### src/rtl/roab_pkg.sv
package roab_pkg;

  localparam int CoordW = 15;
  localparam int PixW   = 14;
  localparam int ChanW  = 8;
  localparam int ColorW = 32;
  localparam int IdxW   = 3;

  localparam logic [ChanW-1:0] ChanMax = 8'hFF;

  // Register indexes on the configuration port.
  localparam logic [IdxW-1:0] REG_RECT_LEFT     = 3'd0;
  localparam logic [IdxW-1:0] REG_RECT_TOP      = 3'd1;
  localparam logic [IdxW-1:0] REG_RECT_WIDTH    = 3'd2;
  localparam logic [IdxW-1:0] REG_RECT_HEIGHT   = 3'd3;
  localparam logic [IdxW-1:0] REG_OVERLAY_COLOR = 3'd4;
  localparam logic [IdxW-1:0] REG_FRAME_WIDTH   = 3'd5;
  localparam logic [IdxW-1:0] REG_FRAME_HEIGHT  = 3'd6;

  typedef struct packed {
    logic [CoordW-1:0] rect_left;
    logic [CoordW-1:0] rect_top;
    logic [CoordW-1:0] rect_width;
    logic [CoordW-1:0] rect_height;
    logic [ColorW-1:0] overlay_color;
    logic [CoordW-1:0] frame_width;
    logic [CoordW-1:0] frame_height;
  } cfg_t;

  typedef struct packed {
    logic [PixW-1:0]  x;
    logic [PixW-1:0]  y;
    logic [ChanW-1:0] red;
    logic [ChanW-1:0] green;
    logic [ChanW-1:0] blue;
    logic [ChanW-1:0] alpha;
  } pixel_t;

endpackage

### src/rtl/roab_cfg_regs.sv
module roab_cfg_regs (
  input  logic                         clk,
  input  logic                         rst_n,
  input  logic                         cfg_we,
  input  logic [roab_pkg::IdxW-1:0]    cfg_index,
  input  logic [roab_pkg::ColorW-1:0]  cfg_wdata,
  output roab_pkg::cfg_t               cfg
);
  import roab_pkg::*;

  cfg_t cfg_r;
  cfg_t cfg_nxt;

  always_comb begin
    cfg_nxt = cfg_r;
    if (cfg_we) begin
      case (cfg_index)
        REG_RECT_LEFT:     cfg_nxt.rect_left     = cfg_wdata[CoordW-1:0];
        REG_RECT_TOP:      cfg_nxt.rect_top      = cfg_wdata[CoordW-1:0];
        REG_RECT_WIDTH:    cfg_nxt.rect_width    = cfg_wdata[CoordW-1:0];
        REG_RECT_HEIGHT:   cfg_nxt.rect_height   = cfg_wdata[CoordW-1:0];
        REG_OVERLAY_COLOR: cfg_nxt.overlay_color = cfg_wdata;
        REG_FRAME_WIDTH:   cfg_nxt.frame_width   = cfg_wdata[CoordW-1:0];
        REG_FRAME_HEIGHT:  cfg_nxt.frame_height  = cfg_wdata[CoordW-1:0];
        default:           cfg_nxt = cfg_r;
      endcase
    end
  end

  always_ff @(posedge clk) begin
    if (!rst_n) begin
      cfg_r <= '0;
    end else begin
      cfg_r <= cfg_nxt;
    end
  end

  assign cfg = cfg_r;

endmodule

### src/rtl/roab_cover.sv
module roab_cover #(
  parameter int MAX_FRAME_DIM = 16384
) (
  input  roab_pkg::cfg_t                cfg,
  input  logic [roab_pkg::PixW-1:0]     x,
  input  logic [roab_pkg::PixW-1:0]     y,
  output logic                          hit
);
  import roab_pkg::*;

  localparam int LimW  = $clog2(MAX_FRAME_DIM + 1);
  localparam int ClipW = (LimW > CoordW) ? LimW : CoordW;
  localparam int SpanW = CoordW + 2;

  logic [ClipW-1:0] lim;
  logic [ClipW-1:0] fw_ext, fh_ext, fw_c, fh_c;
  logic signed [SpanW-1:0] px_s, py_s, left_s, top_s, right_s, bottom_s;
  logic x_in, y_in, sizes_ok;

  always_comb begin
    lim    = ClipW'(MAX_FRAME_DIM);
    fw_ext = ClipW'(cfg.frame_width);
    fh_ext = ClipW'(cfg.frame_height);
    fw_c   = (fw_ext > lim) ? lim : fw_ext;
    fh_c   = (fh_ext > lim) ? lim : fh_ext;

    px_s     = $signed({3'b000, x});
    py_s     = $signed({3'b000, y});
    left_s   = $signed({{2{cfg.rect_left[CoordW-1]}}, cfg.rect_left});
    top_s    = $signed({{2{cfg.rect_top[CoordW-1]}}, cfg.rect_top});
    right_s  = left_s + $signed({2'b00, cfg.rect_width});
    bottom_s = top_s + $signed({2'b00, cfg.rect_height});

    sizes_ok = (cfg.rect_width != '0) && (cfg.rect_height != '0) &&
               (fw_c != '0) && (fh_c != '0);
    x_in = (px_s >= left_s) && (px_s < right_s) && (ClipW'(x) < fw_c);
    y_in = (py_s >= top_s) && (py_s < bottom_s) && (ClipW'(y) < fh_c);
    hit  = sizes_ok && x_in && y_in;
  end

endmodule

### src/rtl/roab_blend.sv
module roab_blend (
  input  logic [roab_pkg::ChanW-1:0] src,
  input  logic [roab_pkg::ChanW-1:0] dst,
  input  logic [roab_pkg::ChanW-1:0] a,
  output logic [roab_pkg::ChanW-1:0] res
);
  import roab_pkg::*;

  // src*a + dst*(255-a) is rewritten as dst*255 + (src-dst)*a, one multiplier.
  logic signed [ChanW:0]     diff;
  logic signed [2*ChanW+1:0] prod;
  logic signed [2*ChanW+1:0] base;
  logic signed [2*ChanW+1:0] sum;
  logic [2*ChanW-1:0]        num;
  logic [2*ChanW:0]          quo;

  always_comb begin
    diff = $signed({1'b0, src}) - $signed({1'b0, dst});
    prod = diff * $signed({1'b0, a});
    base = $signed({2'b00, dst, {ChanW{1'b0}}}) - $signed({{(ChanW+2){1'b0}}, dst});
    sum  = base + prod;
    num  = sum[2*ChanW-1:0];
    // Exact floor(num/255) for every numerator up to 255*255, which covers
    // the full range of the blend sum.
    quo  = {1'b0, num} + (2*ChanW+1)'(1) + (2*ChanW+1)'(num >> ChanW);
    res  = quo[2*ChanW-1:ChanW];
  end

endmodule

### src/rtl/rect_overlay_alpha_blend_unit.sv
// Rectangle overlay compositor for RGBA8888 pixels. Each input transaction
// carries one destination pixel and its frame coordinates; each output
// transaction returns one pixel, in order. Pixels inside both the configured
// rectangle and the frame (clipped to MAX_FRAME_DIM) are blended source-over
// with the overlay color, and out_covered is set; all others pass through.
// The block takes one pixel per clock: a pixel is captured in the input
// register, where coverage and the three channel blends (one 9x8 multiplier
// each) are computed, and then sits in the output register until taken, so
// throughput is one transaction per cycle while out_ready stays high.
// Configuration registers are written through the cfg_ port and must only
// change while no transaction is in flight.
module rect_overlay_alpha_blend_unit #(
  parameter int MAX_FRAME_DIM = 16384
) (
  input  logic                         clk,
  input  logic                         rst_n,

  input  logic                         cfg_we,
  input  logic [roab_pkg::IdxW-1:0]    cfg_index,
  input  logic [roab_pkg::ColorW-1:0]  cfg_wdata,

  input  logic                         in_valid,
  output logic                         in_ready,
  input  logic [roab_pkg::PixW-1:0]    in_pixel_x,
  input  logic [roab_pkg::PixW-1:0]    in_pixel_y,
  input  logic [roab_pkg::ChanW-1:0]   in_dst_red,
  input  logic [roab_pkg::ChanW-1:0]   in_dst_green,
  input  logic [roab_pkg::ChanW-1:0]   in_dst_blue,
  input  logic [roab_pkg::ChanW-1:0]   in_dst_alpha,

  output logic                         out_valid,
  input  logic                         out_ready,
  output logic [roab_pkg::ChanW-1:0]   out_red,
  output logic [roab_pkg::ChanW-1:0]   out_green,
  output logic [roab_pkg::ChanW-1:0]   out_blue,
  output logic [roab_pkg::ChanW-1:0]   out_alpha,
  output logic                         out_covered
);
  import roab_pkg::*;

  cfg_t cfg;

  roab_cfg_regs u_cfg (
    .clk       (clk),
    .rst_n     (rst_n),
    .cfg_we    (cfg_we),
    .cfg_index (cfg_index),
    .cfg_wdata (cfg_wdata),
    .cfg       (cfg)
  );

  // Input register stage.
  logic   s1_valid_r;
  pixel_t s1_pix_r;
  logic   adv_out;
  logic   take_in;
  logic   out_valid_r;

  // The output register frees whenever it is empty or being drained, so the
  // input stage can move forward in the same cycle.
  assign adv_out  = !out_valid_r || out_ready;
  assign in_ready = !s1_valid_r || adv_out;
  assign take_in  = in_valid && in_ready;

  always_ff @(posedge clk) begin
    if (!rst_n) begin
      s1_valid_r <= 1'b0;
    end else if (in_ready) begin
      s1_valid_r <= in_valid;
    end
  end

  always_ff @(posedge clk) begin
    if (take_in) begin
      s1_pix_r <= '{x: in_pixel_x, y: in_pixel_y, red: in_dst_red,
                    green: in_dst_green, blue: in_dst_blue, alpha: in_dst_alpha};
    end
  end

  // Coverage test and blend on the registered pixel.
  logic cover_hit;

  roab_cover #(.MAX_FRAME_DIM(MAX_FRAME_DIM)) u_cover (
    .cfg (cfg),
    .x   (s1_pix_r.x),
    .y   (s1_pix_r.y),
    .hit (cover_hit)
  );

  logic [ChanW-1:0] src_red, src_green, src_blue, src_alpha;
  logic [ChanW-1:0] mix_red, mix_green, mix_blue;
  logic [ChanW:0]   alpha_sum;
  logic [ChanW-1:0] alpha_sat;

  assign src_red   = cfg.overlay_color[31:24];
  assign src_green = cfg.overlay_color[23:16];
  assign src_blue  = cfg.overlay_color[15:8];
  assign src_alpha = cfg.overlay_color[7:0];

  roab_blend u_blend_red (
    .src (src_red),   .dst (s1_pix_r.red),   .a (src_alpha), .res (mix_red)
  );
  roab_blend u_blend_green (
    .src (src_green), .dst (s1_pix_r.green), .a (src_alpha), .res (mix_green)
  );
  roab_blend u_blend_blue (
    .src (src_blue),  .dst (s1_pix_r.blue),  .a (src_alpha), .res (mix_blue)
  );

  // Output alpha saturates at full opacity.
  assign alpha_sum = {1'b0, src_alpha} + {1'b0, s1_pix_r.alpha};
  assign alpha_sat = alpha_sum[ChanW] ? ChanMax : alpha_sum[ChanW-1:0];

  // Output register stage.
  logic [ChanW-1:0] out_red_r, out_green_r, out_blue_r, out_alpha_r;
  logic             out_covered_r;

  always_ff @(posedge clk) begin
    if (!rst_n) begin
      out_valid_r <= 1'b0;
    end else if (adv_out) begin
      out_valid_r <= s1_valid_r;
    end
  end

  always_ff @(posedge clk) begin
    if (adv_out && s1_valid_r) begin
      out_red_r     <= cover_hit ? mix_red   : s1_pix_r.red;
      out_green_r   <= cover_hit ? mix_green : s1_pix_r.green;
      out_blue_r    <= cover_hit ? mix_blue  : s1_pix_r.blue;
      out_alpha_r   <= cover_hit ? alpha_sat : s1_pix_r.alpha;
      out_covered_r <= cover_hit;
    end
  end

  assign out_valid   = out_valid_r;
  assign out_red     = out_red_r;
  assign out_green   = out_green_r;
  assign out_blue    = out_blue_r;
  assign out_alpha   = out_alpha_r;
  assign out_covered = out_covered_r;

  // A pixel in the input stage moves to the output register when it frees.
  a_stage_advance: assert property (@(posedge clk) disable iff (!rst_n)
    s1_valid_r && adv_out |=> out_valid_r)
    else $error("input stage transaction lost on advance");

  // The input side only stalls when both stages hold a transaction.
  a_stall_full: assert property (@(posedge clk) disable iff (!rst_n)
    !in_ready |-> (s1_valid_r && out_valid_r && !out_ready))
    else $error("input stalled with a free stage");

  // A blended pixel never ends up less opaque than its destination.
  a_alpha_grows: assert property (@(posedge clk) disable iff (!rst_n)
    s1_valid_r && adv_out && cover_hit |=> out_alpha_r >= $past(s1_pix_r.alpha))
    else $error("blended alpha below destination alpha");

  // An empty rectangle covers nothing.
  a_empty_rect: assert property (@(posedge clk) disable iff (!rst_n)
    s1_valid_r && (cfg.rect_width == '0 || cfg.rect_height == '0) |-> !cover_hit)
    else $error("empty rectangle reported coverage");

endmodule
### config.mk
export PLATFORM = sky130hd
export DESIGN_NAME = rect_overlay_alpha_blend_unit
export DESIGN_NICKNAME = d
export VERILOG_FILES = /design/src/rtl/roab_pkg.sv /design/src/rtl/roab_cfg_regs.sv /design/src/rtl/roab_cover.sv /design/src/rtl/roab_blend.sv /design/src/rtl/rect_overlay_alpha_blend_unit.sv
export SDC_FILE = /design/constraint.sdc
export NUM_CORES = 1
export LEC_CHECK = 0
export BUFFER_PORTS_ARGS = -buffer_cell sky130_fd_sc_hd__buf_4
export CELL_PAD_IN_SITES_DETAIL_PLACEMENT = 0
export CELL_PAD_IN_SITES_GLOBAL_PLACEMENT = 1
export CORE_MARGIN = 5
export CORE_UTILIZATION = 49
export CTS_CLUSTER_DIAMETER = 80
export DETAILED_ROUTE_END_ITERATION = 8
export PLACE_DENSITY_LB_ADDON = 0.12
export SLEW_MARGIN = 20
export SYNTH_ARGS = -nofsm -noshare
export SYNTH_HDL_FRONTEND = slang
export SYNTH_SLANG_ARGS = --single-unit
### constraint.sdc
create_clock -name clk -period 9.1 [get_ports clk]
set_input_delay 1.82 -clock clk [delete_from_list [all_inputs] [get_ports clk]]
set_output_delay 1.82 -clock clk [all_outputs]
set_load 0.02 [all_outputs]
======== Word-level counts from Yosys, hierarchy flattened ========
Cells that the tools add are included.
W data, S select, Z words.
word-level totals
  bits in registers ....................... 217
  bits of input ports ..................... 100
  word-level logic and storage cells ...... 89
operators by class
  add/subtract/negate cells ............... 18
  multiply operators ...................... 3
  order comparisons ....................... 8
  equality and inequality tests ........... 6
  multiplexer cells ....................... 7
  reductions and logical operators ........ 27
operators by type and width
  kind                     count
  $reduce_bool A15 Y1      4
  $add A16 B1 Y16 const B  3
  $add A16 B16 Y16         3
  $add A16 B8 Y16          3
  $mul A9 B9 Y16           3
  $sub A16 B8 Y16          3
  $mux W8                  5
  $add A15 B16 Y17         2
  $lt A15 B17 Y1           2
  $ge A15 B15 Y1           2
  $gt A15 B15 Y1 const B   2
  $lt A14 B15 Y1           2
  $mux W15                 2
  $sub A8 B8 Y9            3
  $reduce_and A2 Y1        7
  $logic_and A1 B1 Y1      11
  $add A8 B8 Y9            1
  $eq A3 B3 Y1 const B     3
  $eq A3 B2 Y1 const B     2
  $eq A3 B1 Y1 const B     1
  $logic_not A3 Y1         1
  $logic_not A1 Y1         2
  $logic_or A1 B1 Y1       2

======== Depth between registers and ports, before layout ========
  word-level depth ........................ 8
  mapped depth ............................ 37
  mapped depth without buffers ............ 37

======== Cells and area by module ========
A second synthesis with hierarchy kept.
unflattened totals
  cell total of the unflattened synthesis .. 2571
  area total of the unflattened synthesis .. 24149.4 sq um
by module, submodules not included
  module                         times used  cells an instance  area each (sq um)  sequential area each (sq um)
  roab_cfg_regs                  1           436                4454.3             2442.3
  roab_blend (u_blend_blue)      1           503                4275.4             0.0
  roab_blend (u_blend_green)     1           491                4165.2             0.0
  roab_blend (u_blend_red)       1           493                4129.0             0.0
  rect_overlay_alpha_blend_unit  1           182                3588.4             2832.7
  roab_cover                     1           466                3537.1             0.0

======== Least setup slack after synthesis ========
OpenSTA, ideal clock, no wires.
  kind .................................... register -> register
  start point ............................. reg s1_pix_r[16] (netlist name)
  end point ............................... reg out_green_r[2], in the netlist out_green[2] (data pin)
  setup time .............................. 0.261 ns
  data arrival time ....................... 7.676 ns
  data required time ...................... 8.839 ns
  slack ................................... 1.164 ns
  cell stages (with the launch flop) ...... 33
  clock period less this slack ............ 7.936 ns
  cell sequence ........................... edfxtp_1 ha_1 inv_1 fa_1 a21o_1 a21oi_1 nor2b_1 o21a_1 o41ai_4 and2_1 inv_1 fa_1 inv_1 fa_1 fa_1 fa_1 inv_1 fa_1 inv_1 ha_1 a21oi_1 o21bai_1 a21oi_1 mux2_1 a311oi_4 ha_1 a21o_1 a21o_1 a21oi_1 o31ai_4 and2b_1 xnor2_1 mux2i_1
on the way
  longest elaborated chain between the ends .. 6
ends and longest elaborated chain
  element                   line                                  source
  start: declaration        rect_overlay_alpha_blend_unit.sv:54   pixel_t s1_pix_r;
  start signal: assignment  rect_overlay_alpha_blend_unit.sv:75   s1_pix_r <= '{x: in_pixel_x, y: in_pixel_y, red: in_dst_red,
  $sub A8 B8 Y9             roab_blend.sv:18                      diff = $signed({1'b0, src}) - $signed({1'b0, dst});
  $mul A9 B9 Y16            roab_blend.sv:19                      prod = diff * $signed({1'b0, a});
  $add A16 B16 Y16 (*)      roab_blend.sv:21                      sum = base + prod;
  $add A16 B1 Y16           roab_blend.sv:25                      quo = {1'b0, num} + (2*ChanW+1)'(1) + (2*ChanW+1)'(num >> ChanW);
  $add A16 B8 Y16 (*)       roab_blend.sv:25
  $mux W8 (*)               rect_overlay_alpha_blend_unit.sv:129  out_green_r <= cover_hit ? mix_green : s1_pix_r.green;
  end signal: assignment    rect_overlay_alpha_blend_unit.sv:129
  end: declaration          rect_overlay_alpha_blend_unit.sv:115  logic [ChanW-1:0] out_red_r, out_green_r, out_blue_r, out_alpha_r;
Mark *: on every way between the ends. The rest lies on a longest branch, timed or not.
A chain may end at the register's enable or synchronous reset.

======== Worst setup path in the final report ========
Ends and elaborated chain as after synthesis.

==> impl_metrics.csv <==
group,metric,value,unit
outcome,status,"finished clean",
yosys,synth_cells,2628,
yosys,ys.flop_type,"dfxtp_1",
power,vdd_ir_drop_max,0.210,mV
setup_path,reg2reg_depth,32,
global_routing,grt_first_pass_wirelength,104000,µm
die,rows,80,
global_routing,grt_usage,24.6,%
yosys,synth-compound-area-share,13.0,%
worst_hold_path,min_path_type,"reg2reg",
global_routing,grt_pass1_vias,18775,
die,dieHeight,229,µm
place,place_congestion,0.899,
yosys,synth_mux_area_share,1.77,%
global_routing,use_met2,41.2,%
timing,timing.final.crit_share,95.6,%
clock_tree,clk_latency,0.60,ns
timing,clock_skew,0.0379,ns
die,initial_core_util,49.5,%
clock_tree,cts_tree,"yes",
yosys,synth_xor_area_share,4.81,%
yosys,synthDistinctLibCells,76,
setup_path,max_stage_delay,0.55,ns
global_routing,overflow,0,
clock_tree,cts_sinks,217,
setup_path,cp_slowest_cell,"fa_1",
drt,dr.pass1.iters,7,
final_layout,nNetsFinal,3362,
die,ios,135,
setup_path,crit_path_start_kind,"register",
drt,wl_per_cell,19.2,µm
setup_path,end_kind,"register",
drt,drt_iter0_markers,979,
yosys,synth-simple-area-share,15.7,%
drt,ant_nets,0,
yosys,synthArstFlopShare,0,%
setup_path,crit_required,9.40,ns
place,io_buffers,134,
flow_run,maxCapViolCount,0,
timing,fin_ws,0.403,ns
drt,viasPerCell,5.42,
drt,routed_wl,65100,µm
final_layout,syn_to_final_growth,11.7,%
worst_hold_path,hold_depth,2,
yosys,yosysWarnings,0,
global_routing,grt_max_degree,125,
clock_tree,cts.path.max_buffers,3,
setup_path,crit_top_cell,"fa_1",
drt,drc,0,
power,power_density,162,nW/µm²
yosys,avgSynthCellArea,8.98,µm²
timing,drv_slew,0,
timing,fin_crit,8.70,ns
place,pre_cts_ws,0.473,ns
final_layout,drive_above_1_share,8.57,%
yosys,yosysSeqAreaShare,22.4,%
clock_tree,path_clk_slew,0.06,ns
drt,vias,18382,
timing,setup_viol,0,
yosys,synth-edff-count,93,
die,die_w,229,µm
clock_tree,clockRootBuffer,"clkbuf_16",
timing,fin_setup_tns,0,ns
place,dp_hpwl,50900,µm
power,leakagePower,12.0,nW
clock_tree,ctsHoldBuffers,0,
setup_path,cp.arrival,8.99,ns
setup_path,critPathKind,"reg2reg",
yosys,ys_seq_elements,217,
timing,worstMarginPinSlew,1.07,ns
global_routing,globalRouteMet1Util,34.3,%
yosys,synth_fa_ha_area_share,34.3,%
setup_path,crit_fanout,7,
timing,maxSlewHeadroom,28.7,%
global_routing,gr-usage-met3,2.81,%
yosys,synth_nets,3235,
global_routing,busiest_layer,"met2",
clock_tree,numCtsBuffers,28,
yosys,netlist_area,23600,µm²
clock_tree,htree_levels,1,
die,fp.coreArea,47600,µm²
timing,hold_viol,0,
yosys,synth_top_family_by_area,"adder cells",
global_routing,antenna_found_initial,1,
timing,fmax,0.115,GHz
die,design.die.area,52600,µm²
-- cells in the mapped netlist (14+ instances only) --
cell type    n  area share [%]
o21ai_0     52             1.1
nand2_1    428             6.8
a21oi_1     69             1.5
and2_1      65             1.7
dfxtp_1    124              11
o21a_1      17            0.54
ha_1       273              14
fa_1       234              20
nand3_1     29            0.62
nand2b_1    52             1.4
mux2i_1     27             1.1
nor4_1      15            0.40
inv_1      440             7.0
nor2b_1     34            0.90
xor2_1      41             1.5
xnor2_1     86             3.2
nor2_1      88             1.4
or3_1       16            0.42
edfxtp_1    93              12
a21boi_0   127             4.0
a211oi_1    14            0.45
a21o_1      46             1.5
clkbuf_1    60            0.95
nor3_1      32            0.68
-- cell families after synthesis --
family	Yosys count
xor+xnor	128
simple gates	804
mux	40
compound gates	426
fa+ha+maj	507
flops	217
buf+inv	506
-- final timing paths --
check	to	from	slack, ns
setup / recovery	out_green[2]$_DFFE_PP_	s1_pix_r[16]$_DFFE_PP_	0.40
hold / removal	u_cfg.cfg[46]$_SDFFE_PN0P_	u_cfg.cfg[46]$_SDFFE_PN0P_	0.47
hold reg to reg	u_cfg.cfg[46]$_SDFFE_PN0P_	u_cfg.cfg[46]$_SDFFE_PN0P_	0.47
setup reg to reg	out_green[2]$_DFFE_PP_	s1_pix_r[16]$_DFFE_PP_	0.40
-- layout by cell type (no fill, tap or decap), types with 9 or more instances in the layout --
master     instances
and2_1            64
nor2_1            86
edfxtp_1          93
nand3_1           29
o21a_1            17
a21oi_1           69
fa_1             234
inv_1            440
xnor2_1           86
ha_1             273
or3_1             16
xor2_1            41
nand2b_1          52
nand4_1           12
a21boi_0         127
o21ai_0           52
nor2b_1           33
and3_1            13
buf_4            162
dfxtp_1          123
nor3_1            32
clkbuf_16         30
mux2i_1           27
a31oi_1            9
nand2_1          428
a211oi_1          14
a21o_1            46
nor4_1            15
-- critical path: cells and delay by family (launching register included) --
family	cells	cell delay, ns
buffers and inverters	5	0.29
adders and majority gates	9	3.81
DFF	1	0.38
xor gates and xnor gates	1	0.19
muxes	2	0.48
AOI/OAI and AO/OA	12	2.71
and+or+nand+nor	3	0.55
-- state kept, by name, indices dropped and copies added (netlist names) --
register / cells
s1_pix_r: 60
out_alpha: 8
out_covered: 1
out_green: 8
out_red: 8
out_blue: 8
out_valid: 1
s1_valid_r: 1
u_cfg.cfg: 122
-- metrics by stage --
stage	hold slack, ns	power (mW)	instances	utilization (%)	cell area [µm²]
floorplan	0.443	2.60	2628	-	23600
global placement	0.458	3.05	3338	53.2	25300
detailed placement	0.464	3.09	3338	53.2	25300
CTS	0.471	4.29	3390	55.2	26300
global route	0.494	4.58	3393	55.3	26400
finish	0.468	4.27	3393	55.3	26400
-- routing by layer --
layer	up-vias	routed length (µm)	part of all wire, %
met5	-	0	0
met4	0	1790	2.7
met3	84	2850	4.4
met2	401	30500	47
met1	9048	29900	46
li1	8849	-	-
-- cell type report --
type | instances | area, µm²
flip-flops and latches | 217 | 5280
repair buffers | 163 | 1230
fillers | 4440 | 21300
multi-input cells | 1905 | 16400
well taps | 615 | 769
clock buffers | 34 | 766
clock inverters | 18 | 225
diodes | 1 | 2.50
inverters | 440 | 1650
-- report_power, final --
group,internal (mW),switching (mW)
registers,1.05,0.0340
clock network,0.715,0.466
logic,0.839,1.16
-- repair_timing --
item	CTS	global route
endpoints found under the setup margin	0	7
hold endpoints to repair	0	0
gates resized for setup	0	1
setup buffers	0	2
No activity file was read; power rests on OpenSTA's default activity.
